File: src/sv/lr_pkg.sv
// shared types and constants for the line rasterizer
// used by lr_front, lr_queue, lr_back and line_rasterizer; no dependencies
package lr_pkg;

   localparam int COORD_WIDTH = 11;
   localparam int COLOR_WIDTH = 16;
   localparam int ACC_WIDTH   = COORD_WIDTH + 1;   // error sums and pixel count
   localparam int REQ_DATA_W  = ((4 * COORD_WIDTH + COLOR_WIDTH + 7) / 8) * 8;
   localparam int RSP_DATA_W  = ((2 * COORD_WIDTH + COLOR_WIDTH + 7) / 8) * 8;
   localparam int QUEUE_DEPTH = 2;
   localparam int QUEUE_PTR_W = 1;
   localparam int QUEUE_CNT_W = 2;

   typedef logic [COORD_WIDTH-1:0] coord_type;
   typedef logic [COLOR_WIDTH-1:0] color_type;
   typedef logic [ACC_WIDTH-1:0]   acc_type;

   typedef enum logic {
      ACT_LOAD = 1'b0,
      ACT_STEP = 1'b1
   } action_type;

   typedef enum logic [1:0] {
      DIR_NONE  = 2'd0,
      DIR_PLUS  = 2'd1,
      DIR_MINUS = 2'd3
   } dir_type;

   // one classified item on its way from front to back
   typedef struct packed {
      action_type action;
      coord_type  col;
      coord_type  row;
      coord_type  abs_dx;
      coord_type  abs_dy;
      dir_type    step_col;
      dir_type    step_row;
      coord_type  major_len;
      color_type  color;
   } entry_type;

   // result beat payload
   typedef struct packed {
      logic      last;
      coord_type x;
      coord_type y;
      color_type color;
   } pixel_type;

endpackage

File: src/sv/lr_front.sv
// front end: classifies an input beat and works out the line setup on loads
// depends on lr_pkg
module lr_front (
   input  logic              req_valid,
   output logic              req_ready,
   input  lr_pkg::action_type action,
   input  lr_pkg::coord_type start_x,
   input  lr_pkg::coord_type start_y,
   input  lr_pkg::coord_type end_x,
   input  lr_pkg::coord_type end_y,
   input  lr_pkg::color_type line_color,
   output logic              push,
   output lr_pkg::entry_type entry,
   input  logic              queue_ready
);
   import lr_pkg::*;

   coord_type abs_dx;
   coord_type abs_dy;
   dir_type   dir_x;
   dir_type   dir_y;

   always_comb begin
      if (end_x > start_x) begin
         abs_dx = end_x - start_x;
         dir_x  = DIR_PLUS;
      end else if (end_x == start_x) begin
         abs_dx = '0;
         dir_x  = DIR_NONE;
      end else begin
         abs_dx = start_x - end_x;
         dir_x  = DIR_MINUS;
      end
      if (end_y > start_y) begin
         abs_dy = end_y - start_y;
         dir_y  = DIR_PLUS;
      end else if (end_y == start_y) begin
         abs_dy = '0;
         dir_y  = DIR_NONE;
      end else begin
         abs_dy = start_y - end_y;
         dir_y  = DIR_MINUS;
      end
   end

   always_comb begin
      entry.action    = action;
      entry.col       = start_x;
      entry.row       = start_y;
      entry.abs_dx    = abs_dx;
      entry.abs_dy    = abs_dy;
      entry.step_col  = dir_x;
      entry.step_row  = dir_y;
      entry.major_len = (abs_dx > abs_dy) ? abs_dx : abs_dy;
      entry.color     = line_color;
   end

   assign req_ready = queue_ready;
   assign push      = req_valid & queue_ready;

endmodule

File: src/sv/lr_queue.sv
// two-entry queue between the front end and the pixel stepper
// depends on lr_pkg
module lr_queue (
   input  logic              clock,
   input  logic              reset,
   input  logic              push,
   input  lr_pkg::entry_type push_entry,
   output logic              ready,
   input  logic              pop,
   output logic              valid,
   output lr_pkg::entry_type head
);
   import lr_pkg::*;

   entry_type              slot_ff [QUEUE_DEPTH];
   logic [QUEUE_PTR_W-1:0] wr_ptr_ff, wr_ptr_in;
   logic [QUEUE_PTR_W-1:0] rd_ptr_ff, rd_ptr_in;
   logic [QUEUE_CNT_W-1:0] count_ff, count_in;

   assign ready = (count_ff != QUEUE_CNT_W'(QUEUE_DEPTH));
   assign valid = (count_ff != '0);
   assign head  = slot_ff[rd_ptr_ff];

   always_comb begin
      wr_ptr_in = push ? wr_ptr_ff + 1'b1 : wr_ptr_ff;
      rd_ptr_in = pop ? rd_ptr_ff + 1'b1 : rd_ptr_ff;
      count_in  = count_ff;
      if (push && !pop) begin
         count_in = count_ff + 1'b1;
      end else if (pop && !push) begin
         count_in = count_ff - 1'b1;
      end
   end

   always_ff @(posedge clock) begin
      if (reset) begin
         wr_ptr_ff <= '0;
         rd_ptr_ff <= '0;
         count_ff  <= '0;
      end else begin
         wr_ptr_ff <= wr_ptr_in;
         rd_ptr_ff <= rd_ptr_in;
         count_ff  <= count_in;
      end
   end

   always_ff @(posedge clock) begin
      if (push) begin
         slot_ff[wr_ptr_ff] <= push_entry;
      end
   end

endmodule

File: src/sv/lr_back.sv
// pixel stepper: holds the line state, runs the error accumulators and
// drives the registered result beat; depends on lr_pkg
module lr_back (
   input  logic              clock,
   input  logic              reset,
   input  logic              q_valid,
   input  lr_pkg::entry_type q_head,
   output logic              q_pop,
   output logic              rsp_valid,
   input  logic              rsp_ready,
   output lr_pkg::pixel_type rsp_pixel
);
   import lr_pkg::*;

   logic      busy_ff, busy_in;
   coord_type cur_col_ff, cur_col_in;
   coord_type cur_row_ff, cur_row_in;
   coord_type abs_dx_ff, abs_dx_in;
   coord_type abs_dy_ff, abs_dy_in;
   coord_type major_ff, major_in;
   acc_type   err_col_ff, err_col_in;
   acc_type   err_row_ff, err_row_in;
   dir_type   step_col_ff, step_col_in;
   dir_type   step_row_ff, step_row_in;
   acc_type   remaining_ff, remaining_in;
   color_type color_ff, color_in;
   logic      rsp_valid_ff, rsp_valid_in;
   pixel_type rsp_pixel_ff, rsp_pixel_in;

   logic    out_free;
   logic    is_load;
   logic    emit;
   acc_type sum_col;
   acc_type sum_row;
   acc_type major_ext;

   function automatic coord_type move_axis(coord_type pos, dir_type dir);
      coord_type res;
      case (dir)
         DIR_PLUS:  res = pos + 1'b1;
         DIR_MINUS: res = pos - 1'b1;
         default:   res = pos;
      endcase
      return res;
   endfunction

   assign out_free  = !rsp_valid_ff || rsp_ready;
   assign is_load   = (q_head.action == ACT_LOAD);
   // a step while idle is dropped without touching the output
   assign q_pop     = q_valid && (is_load || !busy_ff || out_free);
   assign emit      = q_pop && !is_load && busy_ff;
   assign major_ext = {1'b0, major_ff};
   assign sum_col   = err_col_ff + {1'b0, abs_dx_ff};
   assign sum_row   = err_row_ff + {1'b0, abs_dy_ff};

   always_comb begin
      busy_in      = busy_ff;
      cur_col_in   = cur_col_ff;
      cur_row_in   = cur_row_ff;
      abs_dx_in    = abs_dx_ff;
      abs_dy_in    = abs_dy_ff;
      major_in     = major_ff;
      err_col_in   = err_col_ff;
      err_row_in   = err_row_ff;
      step_col_in  = step_col_ff;
      step_row_in  = step_row_ff;
      remaining_in = remaining_ff;
      color_in     = color_ff;
      if (q_pop && is_load) begin
         busy_in      = 1'b1;
         cur_col_in   = q_head.col;
         cur_row_in   = q_head.row;
         abs_dx_in    = q_head.abs_dx;
         abs_dy_in    = q_head.abs_dy;
         major_in     = q_head.major_len;
         err_col_in   = '0;
         err_row_in   = '0;
         step_col_in  = q_head.step_col;
         step_row_in  = q_head.step_row;
         remaining_in = {1'b0, q_head.major_len} + ACC_WIDTH'(2);
         color_in     = q_head.color;
      end else if (emit) begin
         remaining_in = remaining_ff - 1'b1;
         if (remaining_ff == ACC_WIDTH'(1)) begin
            busy_in = 1'b0;
         end
         if (sum_col > major_ext) begin
            err_col_in = sum_col - major_ext;
            cur_col_in = move_axis(cur_col_ff, step_col_ff);
         end else begin
            err_col_in = sum_col;
         end
         if (sum_row > major_ext) begin
            err_row_in = sum_row - major_ext;
            cur_row_in = move_axis(cur_row_ff, step_row_ff);
         end else begin
            err_row_in = sum_row;
         end
      end
   end

   always_comb begin
      rsp_valid_in = rsp_valid_ff && !rsp_ready;
      rsp_pixel_in = rsp_pixel_ff;
      if (emit) begin
         rsp_valid_in       = 1'b1;
         rsp_pixel_in.x     = cur_col_ff;
         rsp_pixel_in.y     = cur_row_ff;
         rsp_pixel_in.color = color_ff;
         rsp_pixel_in.last  = (remaining_ff == ACC_WIDTH'(1));
      end
   end

   always_ff @(posedge clock) begin
      if (reset) begin
         busy_ff      <= 1'b0;
         rsp_valid_ff <= 1'b0;
      end else begin
         busy_ff      <= busy_in;
         rsp_valid_ff <= rsp_valid_in;
      end
   end

   always_ff @(posedge clock) begin
      cur_col_ff   <= cur_col_in;
      cur_row_ff   <= cur_row_in;
      abs_dx_ff    <= abs_dx_in;
      abs_dy_ff    <= abs_dy_in;
      major_ff     <= major_in;
      err_col_ff   <= err_col_in;
      err_row_ff   <= err_row_in;
      step_col_ff  <= step_col_in;
      step_row_ff  <= step_row_in;
      remaining_ff <= remaining_in;
      color_ff     <= color_in;
      rsp_pixel_ff <= rsp_pixel_in;
   end

   assign rsp_valid = rsp_valid_ff;
   assign rsp_pixel = rsp_pixel_ff;

endmodule

File: src/sv/line_rasterizer.sv
// line rasterizer top level: front end, item queue and pixel stepper
// depends on lr_pkg, lr_front, lr_queue, lr_back
//
//   channel   direction  carries
//   req_*     in         load (tuser 0) with endpoints and color, or step (tuser 1)
//   rsp_*     out        one pixel per emitting step, tlast on the line's final pixel
//
// one beat per cycle on each side while nothing stalls; a step beat is written into the
// queue, then popped by the stepper and registered as rsp_tvalid, after which it can leave
// the pace is set by the stepper, which handles one queue entry per cycle while its output is free
// reset (synchronous) empties the queue, drops any line and clears rsp_tvalid
// a stalled rsp holds the output register; the two-entry queue then fills
// and req_tready falls, so the front never waits on the back directly
module line_rasterizer (
   input  logic                          clock,
   input  logic                          reset,
   input  logic                          req_tvalid,
   output logic                          req_tready,
   // start_x, start_y, end_x, end_y, line_color, zero fill
   input  logic [lr_pkg::REQ_DATA_W-1:0] req_tdata,
   // action
   input  logic                          req_tuser,
   output logic                          rsp_tvalid,
   input  logic                          rsp_tready,
   // pixel_x, pixel_y, pixel_color, zero fill
   output logic [lr_pkg::RSP_DATA_W-1:0] rsp_tdata,
   output logic                          rsp_tlast
);
   import lr_pkg::*;

   localparam int SY = COORD_WIDTH;
   localparam int EX = 2 * COORD_WIDTH;
   localparam int EY = 3 * COORD_WIDTH;
   localparam int LC = 4 * COORD_WIDTH;

   logic      push;
   logic      q_ready;
   logic      q_valid;
   logic      q_pop;
   entry_type push_entry;
   entry_type q_head;
   pixel_type pixel;

   lr_front u_front (
      .req_valid   (req_tvalid),
      .req_ready   (req_tready),
      .action      (action_type'(req_tuser)),
      .start_x     (req_tdata[COORD_WIDTH-1:0]),
      .start_y     (req_tdata[SY +: COORD_WIDTH]),
      .end_x       (req_tdata[EX +: COORD_WIDTH]),
      .end_y       (req_tdata[EY +: COORD_WIDTH]),
      .line_color  (req_tdata[LC +: COLOR_WIDTH]),
      .push        (push),
      .entry       (push_entry),
      .queue_ready (q_ready)
   );

   lr_queue u_queue (
      .clock      (clock),
      .reset      (reset),
      .push       (push),
      .push_entry (push_entry),
      .ready      (q_ready),
      .pop        (q_pop),
      .valid      (q_valid),
      .head       (q_head)
   );

   lr_back u_back (
      .clock     (clock),
      .reset     (reset),
      .q_valid   (q_valid),
      .q_head    (q_head),
      .q_pop     (q_pop),
      .rsp_valid (rsp_tvalid),
      .rsp_ready (rsp_tready),
      .rsp_pixel (pixel)
   );

   assign rsp_tdata = RSP_DATA_W'({pixel.color, pixel.y, pixel.x});
   assign rsp_tlast = pixel.last;

endmodule

File: config.mk
export PLATFORM = sky130hd
export DESIGN_NAME = line_rasterizer
export DESIGN_NICKNAME = d
export VERILOG_FILES = /design/src/sv/lr_pkg.sv /design/src/sv/lr_front.sv /design/src/sv/lr_queue.sv /design/src/sv/lr_back.sv /design/src/sv/line_rasterizer.sv
export SDC_FILE = /design/constraint.sdc
export NUM_CORES = 1
export LEC_CHECK = 0
export BUFFER_PORTS_ARGS = -buffer_cell sky130_fd_sc_hd__buf_2
export CORE_UTILIZATION = 63
export CTS_BUF_LIST = sky130_fd_sc_hd__clkbuf_8
export CTS_CLUSTER_SIZE = 24
export DETAILED_ROUTE_END_ITERATION = 12
export PLACE_DENSITY = 0.78
export SYNTH_ARGS = -nofsm -noshare
export SYNTH_HDL_FRONTEND = slang
export SYNTH_HIERARCHICAL = 1
export SYNTH_SLANG_ARGS = --single-unit
File: constraint.sdc
create_clock -name clock -period 5.3 [get_ports clock]
set_input_delay 0.265 -clock clock [delete_from_list [all_inputs] [get_ports clock]]
set_output_delay 0.265 -clock clock [all_outputs]
set_load 0.005 [all_outputs]
-- After elaboration in Yosys (flattened, before gate mapping)
Memory sizes are Yosys's and may differ from the RTL's. A register that Yosys moved wholly into a read port is not among the register bits.
Cells that the tools add are included.
- register bits: 156
- memories kept: 1
- memory bits (read-only): 0
- RAM bits: 152
- bits in latches: 0
- shift operators: 0
- magnitude comparators: 5
- div/mod/pow operators: 0
- bitwise logic cells: 2
- multiplexer cells: 31
- add/sub/neg operators: 18
- equal/unequal tests: 8
- $mul: 0
- reductions and logical operators: 26
- memories (memory ; words ; width ; read ports ; clocked after Yosys merged registers in ; wr ports ; line ; source):
    u_queue.slot_ff ; 2 ; 76 ; 1 ; 1 ; 1 ; lr_queue.sv:15 ; entry_type slot_ff [QUEUE_DEPTH];
- operator list (operator ; number):
    2-to-1 mux 11 bit ; 11
    2-to-1 mux 12 bit ; 4
    case mux 11 bit (2 select lines) ; 2
    subtractor 11 bit ; 4
    greater-than comparator 11 bit ; 3
    adder 12 x 11 -> 12 bit ; 2
    greater-than comparator 12 x 11 -> 1 bit ; 2
    subtractor 12 x 11 -> 12 bit ; 2
    adder 11 x 1 -> 11 bit (second input constant) ; 2
    equality test 11 bit ; 2
    subtractor 11 x 1 -> 11 bit (second input constant) ; 2
    adder 11 x 2 -> 12 bit (second input constant) ; 1
    equality test 12 x 1 -> 1 bit (second input constant) ; 1
    2-to-1 mux 2 bit ; 6
    nonzero test 2 bit ; 6
    subtractor 12 x 1 -> 12 bit (second input constant) ; 1
    2-to-1 mux 1 bit ; 8
    logical AND 1 bit ; 7
    AND reduction 3 bit ; 2
    nonzero test 3 bit ; 2
    zero test 1 bit ; 5
    equality test 2 x 1 -> 1 bit (second input constant) ; 2
    equality test 2 bit (second input constant) ; 2
    logical OR 1 bit ; 3
    7 further kinds ; 8

-- Depth between registers and ports, before layout
Gate-level depths: netlist (run 1).
- depth after elaboration: 8
- gate-level depth with buffers: 20
- mapped depth without buffers: 18

-- By module
Netlist (run 1), hierarchy kept.
- modules (own cells, without submodules) (module ; instances ; sequential area each (um^2) ; cells an instance ; area each (um^2)):
    lr_back ; 1 ; 4304.1 ; 752 ; 8465.6
    lr_queue ; 1 ; 4664.5 ; 258 ; 5845.6
    lr_front ; 1 ; 0.0 ; 428 ; 3070.4
    line_rasterizer ; 1 ; 0.0 ; 3 ; 18.8

-- Worst setup path before layout (run 1)
Ideal clock, no wire load.
- path kind: register to register
- start point: register u_queue.count_ff[0]
- end point: memory u_queue/slot_ff[0][0] (netlist bit) (enable)
- stages on the path, launching flop included: 4
- buffers on the path: 0
- setup time: 520 ps
- arrival time: 4046 ps
- slack: 734 ps
- clock period less this slack: 4566 ps
- cells stage by stage: dfxtp_1 -> nand2b_1 -> and2_1 -> nor2b_1
- cells in the longest elaborated chain, start to end: 4
- ends and longest elaborated chain (item ; line ; source):
    start, declared ; lr_queue.sv:18 ; logic [QUEUE_CNT_W-1:0] count_ff, count_in;
    start signal, assigned ; lr_queue.sv:43 ; count_ff <= count_in;
    inequality test 2 bit ; lr_queue.sv:20 ; assign ready = (count_ff != QUEUE_CNT_W'(QUEUE_DEPTH));
    net q_ready ; line_rasterizer.sv:37 ; logic q_ready;
    bitwise AND 1 bit ; lr_front.sv:59 ; assign push = req_valid & queue_ready;
    net push ; line_rasterizer.sv:36 ; logic push;
    2-to-1 mux 1 bit ; lr_queue.sv:48 ; if (push) begin
    2-to-1 mux 1 bit (not written as such) ; lr_queue.sv:49 ; slot_ff[wr_ptr_ff] <= push_entry;
    end, declared ; lr_queue.sv:15 ;
The timed path passes the listed nets, and every way through them passes these cells.

==> impl_metrics.ini, run 1 <==
[global_route]
grt_max_degree = 89
first_global_vias = 11567
overflow = 0
grt_pass1_wl_mm = 59.7
groute.usage.overall_pct = 27.1
antenna_found_initial = 0

[route]
drt-initial-drc-count = 855
vias = 11796
drc = 0
vias_per_cell = 6.03
wirelength_mm = 38.0
routedWlPerCell_um = 19.4
drt_first_pass_iters = 7
final_antenna_net_count = 0

[timing]
fin_crit_sh_pct = 96.9
hold_viol = 0
finClkSkew_ps = 30.9
slew_headroom_pct = 28.4
fin_setup_tns_ps = 0
rsz0062_at_grt = false
layout_min_cycle_time_ps = 5140
clock.fmax_ghz = 0.195
max_slew.worst_pin.slew_ps = 1070
final_max_slew_viol_count = 0
setup_viol = 0

[worst_setup_path]
worstPathArrival_ps = 5580
crit_type = primary input to flop
r2r_start = u_back/abs_dy_ff[0]
crit_required_ps = 5740
crit_fanout = 12
reg2reg_to = u_back/cur_row_ff[6]
rr_worst_depth = 14
cp-end-kind = flop
reg2reg_slack_ps = 1240
start_kind = primary input

[finish]
layout_common_cells = 278 x edfxtp_1, 119 x ha_1, 105 x buf_2, 104 x inv_1, 79 x a21oi_1
fin_area_um2 = 19300
drive_gt1_share_pct = 19.2
n_fill_cell = 1833
multi_input_area_um2 = 7540
seqCellArea_um2 = 8970
layout.nets = 1780
n_antenna_cell = 0
synthToLayoutAreaGrowth_pct = 10.9
final_common_cell = edfxtp_1

[synthesis]
synthTopCellsByArea = edfxtp_1 48%, ha_1 8.6%, dfxtp_1 3.6%
ys_ff_latch = 309
synth_cell_types = 87
synth-edff-count = 278
synth_top_area_share_pct = 48.0
yosys_warnings = 6
ys_seq_area_share_pct = 51.5
ys.flop_type = edfxtp_1
synth_top_area_cell = edfxtp_1
synth_cells = 1441
async_reset_ff_share_pct = 0
syn_area_um2 = 17400
syn_avg_cell_area_um2 = 12.1

[floorplanning]
core_um2 = 27000
std_cell_rows = 60
start_util_pct = 64.4
ios = 112
fp.dieW_um = 168
dieArea_um2 = 28300
dieHeight_um = 168

[status]
status = finished, final reports clean

[cts]
h-tree-depth = 2
cts_sinks = 309
cts-root-buf = clkbuf_8
cts.clk_slew.worst_paths_ps = 60
cts_resized = 0
clockBufferDepth = 3
insertion_delay_ps = 590
cts_tree = yes
numCtsBuffers = 51

[power]
leakage_nw = 7.82
power_frac_comb_pct = 49.5
powerDensity_nw_per_um2 = 588
p_int_mw = 6.84
ir_worst_vdd_uv = 396
switching_share_pct = 39.8
power.share.clock_pct = 16.1
p_sw_mw = 4.51
power_frac_seq_pct = 34.4

[placed_design]
io_buffers = 105
place.gp.congestion = 0.957
hpwlAfterDp_mm = 26.4
placed_cell_area_um2 = 18000

[worst_hold_path]
min_delay_path_depth = 3
hp-class = primary input to flop
whs_endpoint = u_back/rsp_valid
worstHoldStart = rsp_tready

[flow_run]
drv_cap = 0
==> routing by layer <==
layer	global-route usage (%)	wire, um
met1	36.1	16500
met2	45.1	18200
met3	4.23	2290
met4	9.68	1080
met5	0	0
==> stage by stage <==
stage                     instances  setup slack (ps)  hold WS (ps)  utilization, %  power [mW]
final                          1956               164          27.3            71.4        11.4
after global routing           1956              18.0          14.2            71.4        12.1
after CTS                      1956               268          1.37            71.4        11.3
after floorplan                1442               734           334               -        8.17
after global placement         1832               339           401            66.7        9.23
after detailed placement       1832               219           405            66.7        9.43
==> cell usage after synthesis (26+ instances only) <==
cell type	instances
a21oi_1	79
buf_4	43
clkbuf_1	26
dfxtp_1	31
edfxtp_1	278
ha_1	119
inv_1	91
mux2_2	43
mux2_4	41
mux2i_1	33
nand2_1	77
nand3_1	45
nor2_1	66
o21a_1	28
o21ai_0	52
xnor2_1	36
xor2_1	31
==> worst max-delay path, cell delays in order <==
cell and delay [ps]:
dlygate4sd3_1 530, buf_2 170, inv_1 60, ha_1 370, and2_1 230, o21a_1 180
a31o_2 250, o41a_1 600, a2111oi_2 640, o21a_1 190, o21ai_0 90, ha_1 250
a21o_1 190, a221o_1 310, nor4_1 350, nor2_1 300, or4_1 460, nand3_1 120
==> logic make-up after synthesis <==
family	count (synthesis)	synth area share [%]
XOR/XNOR	67	3.37
adder cells (fa/ha/maj)	129	9.71
flip-flops	309	51.5
other	1	0.0216
AO/OA/AOI/OAI	331	13.0
multiplexers	118	8.28
buffers and inverters	178	5.21
AND/OR/NAND/NOR	308	8.92
==> flip-flops by register name, summed over array words and instances, names as in the netlist, 12 cells and up, named ones only <==
| name | flops |
|---|---|
| u_back/err_row_ff | 12 |
| u_back/err_col_ff | 12 |
| u_back/rsp_pixel | 39 |
| u_back/remaining_ff | 12 |
| u_queue/slot_ff | 152 |
| u_back/color_ff | 16 |
==> worst max-delay path by stage <==
stage,cells after the start,slack (ps),endpoint,startpoint
final,18,160,u_queue/slot_ff[1][23],req_tdata[15]
after CTS,17,270,u_queue/slot_ff[0][18],req_tdata[1]
after global routing,17,20,u_queue/slot_ff[0][18],req_tdata[15]
after floorplan,3,730,u_queue/slot_ff[0][0],u_queue/count_ff[0]
after global placement,16,340,u_queue/slot_ff[1][18],req_tdata[1]
after detailed placement,16,220,u_queue/slot_ff[0][18],req_tdata[1]
==> power by group through the flow <==
stage	sequential, mW	clock, mW	combinational (mW)
floorplan	3.81	0	4.36
global placement	3.91	0	5.32
detailed placement	3.94	0	5.49
CTS	3.90	1.87	5.56
global route	3.96	1.98	6.13
finish	3.90	1.83	5.62
==> cell type report <==
| cell class | count | area share [%] |
|---|---|---|
| flip-flops and latches | 309 | 46.5 |
| multi-input cells | 955 | 39.1 |
| repair buffers | 172 | 5.82 |
| clock buffers | 53 | 3.78 |
| well taps | 341 | 2.21 |
| inverters | 93 | 1.82 |
| clock inverters | 33 | 0.804 |
==> timing repair <==
item,CTS,global route
hold buffers,38,0
setup buffers,0,0
endpoints found under the hold margin,81,0
(Power assumes the default switching activity.)
==> inputs of run 2 (changes only) <==
CELL_PAD_IN_SITES_DETAIL_PLACEMENT = 0   (was not set)
CELL_PAD_IN_SITES_GLOBAL_PLACEMENT = 2   (was not set)
CORE_UTILIZATION = 39   (was 63)
PLACE_DENSITY = 0.74   (was 0.78)
clock period = 4.24 ns   (was 5.3 ns; I/O delays follow)
==> run 2 against run 1 <==
Net effect: the run now ends with DRC left; clock skew down 4.9 ps; clock power is 39% higher; routed wire length increased by 12%; core utilization is 25 points lower; count of clock-buffer cells in the layout did not move; critical path depth stayed put; first-iteration DRC count fell by 47%; register-to-register slack worse by 1000 ps; worst setup slack got worse by 68 ps; non-clock buffer count grew 116; via count increased by 0.11%; critical path type unchanged; largest power group unchanged.
==> impl_metrics.ini, run 2 (synthesized netlist as in run 1, its figures left out) <==
[worst_setup_path]
worstPathArrival_ps = 4540
cp-end-kind = flop
crit_required_ps = 4640
cp_slowest_stage_delay_ps = 560
reg2reg_slack_ps = 230
start_kind = primary input
crit_type = primary input to flop
cp_top_family = compound AO/OA/AOI/OAI gates
cpMaxStageDelayCell = dlygate4sd3_1
reg2reg_to = u_back/cur_row_ff[6]
path_buf_inv = 4
crit_fanout = 8
crit_chain = buf_2, dlygate4sd3_1, buf_4, ha_1, a21o_2, or3_1, o211a_1, o21a_1, o31ai_1, xnor2_1, and2_4, ha_1, a21o_1, a221o_1, nor4_2, nor2_2, buf_4, a31o_2
rr_worst_depth = 14
r2r_start = u_back/abs_dy_ff[0]

[timing]
fin_setup_tns_ps = 0
worst_slack_ps = 95.6
layout_min_cycle_time_ps = 4140
fin_crit_sh_pct = 97.7
final_max_slew_viol_count = 0
finClkSkew_ps = 26.1
setup_viol = 0
rsz0062_at_grt = true
slew_headroom_pct = 48.2
clock.fmax_ghz = 0.241
whs_ps = 60.1
max_slew.worst_pin.slew_ps = 757
hold_viol = 0

[worst_hold_path]
worstHoldStart = req_tvalid
hp-class = primary input to flop
min_delay_path_depth = 4
whs_endpoint = u_queue/wr_ptr_ff

[placed_design]
io_buffers = 105
place.gp.congestion = 0.901
dpl.cell_count = 2196
hpwlAfterDp_mm = 30.8
pre_cts_ws_ps = -351

[cts]
cts-root-buf = clkbuf_8
insertion_delay_ps = 640
cts.clk_slew.worst_paths_ps = 60
cts_sinks = 309
clockBufferDepth = 3
numCtsBuffers = 53
cts_tree = yes
h-tree-depth = 2

[route]
vias_per_cell = 5.06
drc = 2
routedWlPerCell_um = 18.2
wirelength_mm = 42.5
drt_first_pass_iters = 9
drt-initial-drc-count = 452
vias = 11809
final_antenna_net_count = 0

[global_route]
overflow = 0
grt_max_degree = 77
antenna_found_initial = 0
first_global_vias = 12160
grt_pass1_wl_mm = 67.2
groute.usage.overall_pct = 19.3

[finish]
largest_register_ffs = 152
top_register = u_queue/slot_ff
final_common_cell = edfxtp_1
n_antenna_cell = 0
stdcell_count = 2332
seqCellArea_um2 = 8970
multi_input_area_um2 = 7600
n_fill_cell = 4124
layout_common_cells = 278 x edfxtp_1, 140 x buf_4, 118 x ha_1, 105 x buf_2, 104 x inv_1
layout.nets = 1898
synthToLayoutAreaGrowth_pct = 18.8
drive_gt1_share_pct = 25.3

[status]
status = finished, violations left
violations = DRC

[floorplanning]
core_um2 = 44100
dieArea_um2 = 45500
ios = 112
std_cell_rows = 77
dieHeight_um = 213
fp.dieW_um = 213
start_util_pct = 39.4

[power]
leakage_nw = 8.46
powerDensity_nw_per_um2 = 714
total_power_mw = 14.8
ir_worst_vdd_uv = 323

[flow_run]
drv_cap = 0
[run 2: changes by cell type in the layout (fill, tap and decap cells not counted), sizes merged]
cell / delta
buf: +113
bufinv: +2
clkinv: +4
clkinvlp: +2
dlygate4sd3: +3
inv: +1
[run 2: area by class of cell]
cell class / count / area share (%)
tap: 592 / 3.58
clock inverter: 42 / 1.25
multi-input combinational: 955 / 36.7
timing repair buffer: 288 / 9.80
sequential: 309 / 43.4
clock buffer: 53 / 3.53
inverter: 93 / 1.69
[run 2: worst register-to-register path: cells and delay by family (launching register included)]
| family | cells | cell delay [ps] |
|---|---|---|
| xor gates and xnor gates | 1 | 180 |
| adders and majority gates | 3 | 1010 |
| DFF | 1 | 370 |
| AOI/OAI and AO/OA | 6 | 1100 |
| buffers and inverters | 1 | 240 |
| and+or+nand+nor | 3 | 850 |
[run 2: stage by stage]
stage | utilization (%) | instance area [um^2]
3_5_place_dp | 43.6 | 19200
4_1_cts | 46.8 | 20600
3_3_place_gp | 43.6 | 19200
5_1_grt | 46.9 | 20700
2_1_floorplan | - | 17400
6_report | 46.9 | 20700
[run 2: where the power goes]
group,switching (mW),total [mW],internal [mW]
combinational,4.24,7.41,3.17
sequential,0.332,4.79,4.46
clock,1.25,2.55,1.30
total,5.82,14.8,8.94
[run 2: repair_timing]
action                     4_1_cts  5_1_grt
hold endpoints to repair        85        0
setup endpoints to repair        0       33
hold buffers                    41        0
gates resized for setup          0       11
buffers inserted                 0        0
[run 2: worst max-delay path by stage]
stage,from,end,slack [ps],cells past startpoint
6_report,req_tdata[6],u_queue/slot_ff[1][25],100,18
4_1_cts,req_tdata[4],u_queue/slot_ff[0][20],40,17
3_5_place_dp,req_tdata[13],u_queue/slot_ff[0][20],-350,17
2_1_floorplan,req_tdata[15],u_queue/slot_ff[0][22],20,16
3_3_place_gp,req_tdata[6],u_queue/slot_ff[0][20],-250,16
5_1_grt,req_tdata[6],u_queue/slot_ff[1][23],-60,18
[run 2: per-layer routing]
metal	share of wire, %	GRT usage, %	up-vias
met5	0	0	-
met4	2.0	5.44	0
met3	3.6	3.27	41
met2	49	32.9	214
met1	46	25.1	5691
li1	-	-	5863
